## config.mk

```make
export PLATFORM = sky130hd
export DESIGN_NAME = spq_cell
export DESIGN_NICKNAME = d
export VERILOG_FILES = /design/src/sv/assert_macros.svh /design/src/sv/spq_pkg.sv /design/src/sv/spq_cell.sv
export SDC_FILE = /design/constraint.sdc
export NUM_CORES = 1
export LEC_CHECK = 0
export ABC_AREA = 1
export BUFFER_PORTS_ARGS = -buffer_cell sky130_fd_sc_hd__clkbuf_2
export CAP_MARGIN = 20
export CORE_MARGIN = 4
export CORE_UTILIZATION = 30
export DETAILED_ROUTE_END_ITERATION = 12
export MAX_ROUTING_LAYER = met4
export PLACE_DENSITY = 0.69
export SETUP_SLACK_MARGIN = 0.05
export SYNTH_ARGS = -nofsm -noshare
export SYNTH_HDL_FRONTEND = slang
export SYNTH_SLANG_ARGS = --single-unit
```

## constraint.sdc

```tcl
create_clock -name clk -period 3.4 [get_ports clk]
set_input_delay 0.68 -clock clk [delete_from_list [all_inputs] [get_ports clk]]
set_output_delay 0.68 -clock clk [all_outputs]
set_load 0.05 [all_outputs]
```

## src/sv/assert_macros.svh

```systemverilog
// assertion macros shared by the queue rtl
// no dependencies; define SYNTH to drop all checks from synthesis
`ifndef ASSERT_MACROS_SVH
`define ASSERT_MACROS_SVH
`ifndef SYNTH
// property must hold at every edge out of reset
`define ASSERT_CLK(name, clk, rst, prop, msg) \
  name: assert property (@(posedge clk) disable iff (rst) prop) else $error(msg);
// condition must never be seen out of reset
`define ASSERT_NEVER(name, clk, rst, cond, msg) \
  name: assert property (@(posedge clk) disable iff (rst) !(cond)) else $error(msg);
`else
`define ASSERT_CLK(name, clk, rst, prop, msg)
`define ASSERT_NEVER(name, clk, rst, cond, msg)
`endif
`endif

```

## src/sv/spq_pkg.sv

```systemverilog
// shared types and constants for the sorted insert priority queue
// used by spq_cell, sorted_insert_priority_queue and tb_top
package spq_pkg;

  // default sizes
  localparam int DEPTH_DEF        = 128;
  localparam int KEY_BITS_DEF     = 16;
  localparam int PAYLOAD_BITS_DEF = 16;

  // fixed result field widths
  localparam int STATUS_BITS = 2;
  localparam int FILL_BITS   = 8;

  // operation codes on the input beat
  localparam logic FUNC_INSERT = 1'b0;
  localparam logic FUNC_REMOVE = 1'b1;

  // result status codes
  localparam logic [STATUS_BITS-1:0] ST_OK    = 2'd0;
  localparam logic [STATUS_BITS-1:0] ST_FULL  = 2'd1;
  localparam logic [STATUS_BITS-1:0] ST_EMPTY = 2'd2;

  // per-cycle command broadcast to every cell
  typedef struct packed {
    logic ins;  // insert beat that fits
    logic rem;  // remove beat on a non-empty queue
  } spq_ctl_t;

endpackage

```

## src/sv/spq_cell.sv

```systemverilog
// one slot of the sorted shift-register queue
// depends on spq_pkg for the command struct
module spq_cell import spq_pkg::*; #(
  parameter int KEY_BITS     = KEY_BITS_DEF,
  parameter int PAYLOAD_BITS = PAYLOAD_BITS_DEF,
  parameter int CNT_BITS     = 8,
  parameter int IDX          = 0
) (
  input  logic                    clk,
  input  spq_ctl_t                ctl,
  input  logic [CNT_BITS-1:0]     count,
  input  logic [KEY_BITS-1:0]     new_key,
  input  logic [PAYLOAD_BITS-1:0] new_payload,
  input  logic [KEY_BITS-1:0]     left_key,
  input  logic [PAYLOAD_BITS-1:0] left_payload,
  input  logic                    left_back,
  input  logic [KEY_BITS-1:0]     right_key,
  input  logic [PAYLOAD_BITS-1:0] right_payload,
  output logic [KEY_BITS-1:0]     key,
  output logic [PAYLOAD_BITS-1:0] payload,
  output logic                    back
);

  logic occ;
  logic at_tail;

  // slot is held when below the fill count; tail is the first free slot
  assign occ     = CNT_BITS'(IDX) < count;
  assign at_tail = CNT_BITS'(IDX) == count;

  // held entry moves back when the new key is strictly smaller
  assign back = occ && (new_key < key);

  // load from left neighbor, new beat or right neighbor
  always_ff @(posedge clk) begin
    if (ctl.ins && (back || at_tail)) begin
      if (left_back) begin
        key     <= left_key;
        payload <= left_payload;
      end else begin
        key     <= new_key;
        payload <= new_payload;
      end
    end else if (ctl.rem) begin
      key     <= right_key;
      payload <= right_payload;
    end
  end

endmodule

```

==> results.ini, run 1 <==
[run_status]
status=complete, no violations

[global_route]
grt_max_degree=34
grtUsageMet3_pct=3.05
antenna_found_initial=0
grt_most_used_layer=met2
grt_pass1_vias=2143
use_met2_pct=22.7
track_usage_pct=13.4
grtUsageMet1_pct=15.8
grt_pass1_wl_um=9430
globalRouteOverflowTotal=0

[timing]
finalCritPeriodShare_pct=81.3
skew_ns=0.00538
rsz0062_at_grt=false
hold_viol=0
slew-limit-headroom_pct=43.6
setup_viol=0
final.setup.worst_slack_ns=0.634
fmax_ghz=0.362
tightest_slew_ns=0.847
finalSetupTns_ns=0
finalMaxSlewViolations=0
fin_crit_ns=2.77

[pwr]
ir_worst_vdd_v=0.000255
leakage_nw=1.69
power.total_w=0.00161
powerDensity_mw_per_mm2=509

[setup_path]
r2r.worst_path.cells=12
rr_startpoint=key[15]
crit_slowest_cell=ha_1
crit_buf_inv=4
crit_family=buffers and inverters
r2r_end=payload[0]
crit_type=primary input to output port
regToRegSetupSlack_ns=1.02
path_cells=clkbuf_2 > ha_1 > nand2_1 > inv_1 > nand3_1 > inv_1 > a21oi_1 > nand2_2 > a31oi_1 > clkbuf_2
crit_cells=10
slowest_delay_ns=0.31
critPathRequiredTime_ns=2.72
startpoint=new_key[15]
startpoint_type=primary input
worstPathArrival_ns=2.09
crit_fanout=2
end_kind=output port

[run]
drv_cap=0

[clock_network]
cts_hold_buf=0
cts-root-buf=clkbuf_8
clk_pin_slew_worst_paths_ns=0.07
clock_latency_ns=0.28
cts_resized=0
cts_max_level=2
numCtsBuffers=5
post_cts_buffers=0
cts_num_sinks=32
cts_tree=built
clockBufferDepth=2

[place]
io_buffers=140
dp_hpwl_um=4760
pre_cts_ws_ns=0.610
place_congestion=0.716

[floorplan]
ios=141
die_y_um=95.8
die-area_mm2=0.00917
start_util_pct=31.4
core-area_mm2=0.00737
std_cell_rows=31
fp.dieW_um=95.8

[synthesis]
synth_area_leaders=edfxtp_1 42%, mux2_2 15%, nand2_1 12%
yosys_register_bits=32
syn-num-nets=373
synth_warnings=0
ys_types=19
yosys.area.top_type_share_pct=41.6
synth.largest_area_cell=edfxtp_1
synth_area_mm2=0.00231
syn_inst=250
synth_seq_area_share_pct=41.6
synthFlopType=edfxtp_1
avgSynthCellArea_um2=9.24
synth_most_common_cell=nand2_1
async_reset_ff_share_pct=0
synth_common_cells=71 x nand2_1, 34 x nand3_1, 32 x edfxtp_1
synth_edf_count=32

[routing]
drt_wl_total_um=6050
drt_drc_violations_left=0
first_iter_violations=44
firstDrtPassIters=6
num_vias=2159
wl_per_cell_um=12.5
vias_per_cell=4.44
antenna_left=0

[worst_hold_path]
hold_start=right_payload[14]
hold_end=payload[14]
holdPathStages=3
hold_path.class=primary input to flip-flop

[finish]
syn2layout_area_growth_pct=36.9
antennaDiodeCount=0
nNetsFinal=509
layout-drive-gt1-share_pct=50.1

worst max path at each step:
stage / to / slack (ns)
after floorplan: back / 0.43
after global placement: back / 0.63
after detailed placement: payload[8] / 0.61
after CTS: back / 0.63
after global routing: back / 0.52
final: back / 0.63
cells by family (layout without fill, tap and decap cells):
family	after synthesis	in the layout	share of synthesized area, %
fa+ha+maj	15	15	8.12
compound gates	11	11	2.44
simple gates	125	125	24.9
flops	32	32	41.6
buf+inv	36	173	7.90
mux	31	31	15.1
layout make-up:
class,count,area [µm²]
Multi-Input combinational cell,182,1170
Timing Repair Buffer,143,723
Tap cell,99,124
Clock inverter,3,37.5
Inverter,22,82.6
Clock buffer,5,68.8
Fill cell,746,4210
Sequential cell,32,961
state kept, by name, indices dropped and copies added (netlist names):
name	cells
payload	16
key	16
through the flow:
step                      hold WS (ns)  utilization (%)  instances  instance area (µm²)
after floorplan                  0.853                -        250                 2310
after global placement           0.951             41.5        478                 3060
after detailed placement         0.949             41.5        478                 3060
after CTS                        0.652             42.9        486                 3160
after global routing             0.662             42.9        486                 3160
final                            0.665             42.9        486                 3160
report_power, final:
part	switching, W	internal, W	total (W)
clock network	0.000136	0.000213	0.000349
logic	0.000501	0.000204	0.000704
registers	0.0000269	0.000531	0.000558
layout by cell type, fill, tap and decap left out, types with 3 or more instances in the layout:
cell type    n
clkbuf_2   140
nand2_1     71
nand3_1     34
edfxtp_1    32
mux2_2      31
inv_1       22
ha_1        15
nand2_2     11
a21oi_1      7
clkbuf_8     5
nor2_1       4
o21ai_0      3
buf_4        3
layer usage:
layer / vias to the layer above / part of all wire [%]
met5: - / 0
met4: 0 / 1.6
met3: 6 / 7.4
met2: 86 / 50
met1: 950 / 41
li1: 1117 / -
worst reg2reg max path: stages, from the launching register on:
cell and delay, ns:
edfxtp_1 0.40, inv_1 0.07, ha_1 0.23, nand2_1 0.09, inv_1 0.04, nand3_1 0.09
inv_1 0.05, a21oi_1 0.17, nand2_2 0.12, nand2_4 0.10, nand2_8 0.16, nand2_1 0.13
buf_4 0.38
(Power assumes the default switching activity.)
==> inputs of run 2 (changes only) <==
==> constraint.sdc (replaced) <==
create_clock -name clk -period 2.8 [get_ports clk]
set_input_delay 0.56 -clock clk [delete_from_list [all_inputs] [get_ports clk]]
set_output_delay 0.56 -clock clk [all_outputs]
set_load 0.05 [all_outputs]
==> results.ini, run 2 (synthesis gave the netlist of run 1 again) <==
[finish]
nNetsFinal=511
syn2layout_area_growth_pct=38.0
fillers=772
layout_commonest_cell=clkbuf_2
post-route-cell-area_mm2=0.00319
final_cell_mix=140 x clkbuf_2, 70 x nand2_1, 34 x nand3_1
layout-drive-gt1-share_pct=51.2
top_regs=key: 16 flops, payload: 16 flops
antennaDiodeCount=0

[global_route]
grtUsageMet3_pct=2.66
track_usage_pct=13.9
use_met2_pct=23.3
grt_max_degree=34
grt_pass1_vias=2145
globalRouteOverflowTotal=0
grtUsageMet1_pct=16.7
antenna_found_initial=0
grt_pass1_wl_um=9600
grt_most_used_layer=met2

[timing]
slew-limit-headroom_pct=45.0
fin_hold_ws_ns=0.543
finalSetupTns_ns=0
fmax_ghz=0.393
skew_ns=0.00258
fin_crit_ns=2.54
rsz0062_at_grt=false
finalMaxSlewViolations=0
hold_viol=0
setup_viol=0
finalCritPeriodShare_pct=90.9
final.setup.worst_slack_ns=0.256
tightest_slew_ns=0.826

[clock_network]
cts_max_level=2
cts-root-buf=clkbuf_8
cts_tree=built
cts_resized=0
numCtsBuffers=5
post_cts_buffers=0
cts_hold_buf=0
clockBufferDepth=2
clock_latency_ns=0.28
clk_pin_slew_worst_paths_ns=0.07
cts_num_sinks=32

[pwr]
power.total_w=0.00197
ir_worst_vdd_v=0.000270
leakage_nw=1.70
powerDensity_mw_per_mm2=619

[routing]
vias_per_cell=4.50
drt_drc_violations_left=0
wl_per_cell_um=12.8
num_vias=2197
drt_wl_total_um=6260
first_iter_violations=38
antenna_left=0
firstDrtPassIters=4

[place]
place_congestion=0.775
dp_hpwl_um=4970
io_buffers=140
placed_cell_area_mm2=0.00308
pre_cts_ws_ns=0.273

[floorplan]
ios=141
start_util_pct=31.4
die_y_um=95.8
std_cell_rows=31
fp.dieW_um=95.8
die-area_mm2=0.00917
core-area_mm2=0.00737

[setup_path]
startpoint_type=flip-flop
worstPathArrival_ns=1.98
crit_type=flip-flop to output port
crit_fanout=2
end_kind=output port
critPathRequiredTime_ns=2.24

[run_status]
status=complete, no violations

[worst_hold_path]
hold_path.class=primary input to flip-flop

[run]
drv_cap=0

run 2: routing by layer:
layer,vias up,part of all wire [%]
met2,77,50
met4,0,1.3
met5,-,0
li1,1120,-
met3,6,6.6
met1,994,42
run 2: path summary, 6_finish.rpt:
kind	slack, ns	cells past startpoint	end	start
max	0.26	10	back	key[5]
min	0.54	3	key[8]	right_key[8]
max reg2reg	0.71	12	key[9]	key[5]
min reg2reg	1.27	10	key[8]	key[15]
run 2: final cells by class:
class                      instances  area (µm²)  area share [%]
sequential                        32         961            30.1
tap                               99         124            3.88
multi-input combinational        182        1180            36.9
clock buffer                       6        72.6            2.28
clock inverter                     2        35.0            1.10
inverter                          22        82.6            2.59
timing repair buffer             145         738            23.1
run 2: worst max-delay path, cell delays in order, from the launching register on:
cell and delay, ns:
edfxtp_1 0.39, inv_1 0.07, ha_1 0.23, a21oi_1 0.13
nor2_1 0.05, nor3_1 0.12, nand2_1 0.10, nand2_1 0.08
nand2_2 0.09, a31oi_2 0.15, clkbuf_2 0.30
run 2: report_power, final:
part	internal, W	leakage (nW)	switching, W
clock	0.000264	0.0552	0.000167
sequential	0.000645	0.325	0.0000338
combinational	0.000254	1.32	0.000611
run 2: metrics by stage:
stage          std cells  utilization (%)
6_report             488             43.3
2_1_floorplan        250                -
4_1_cts              488             43.3
5_1_grt              488             43.3
3_5_place_dp         480             41.8
3_3_place_gp         480             41.8
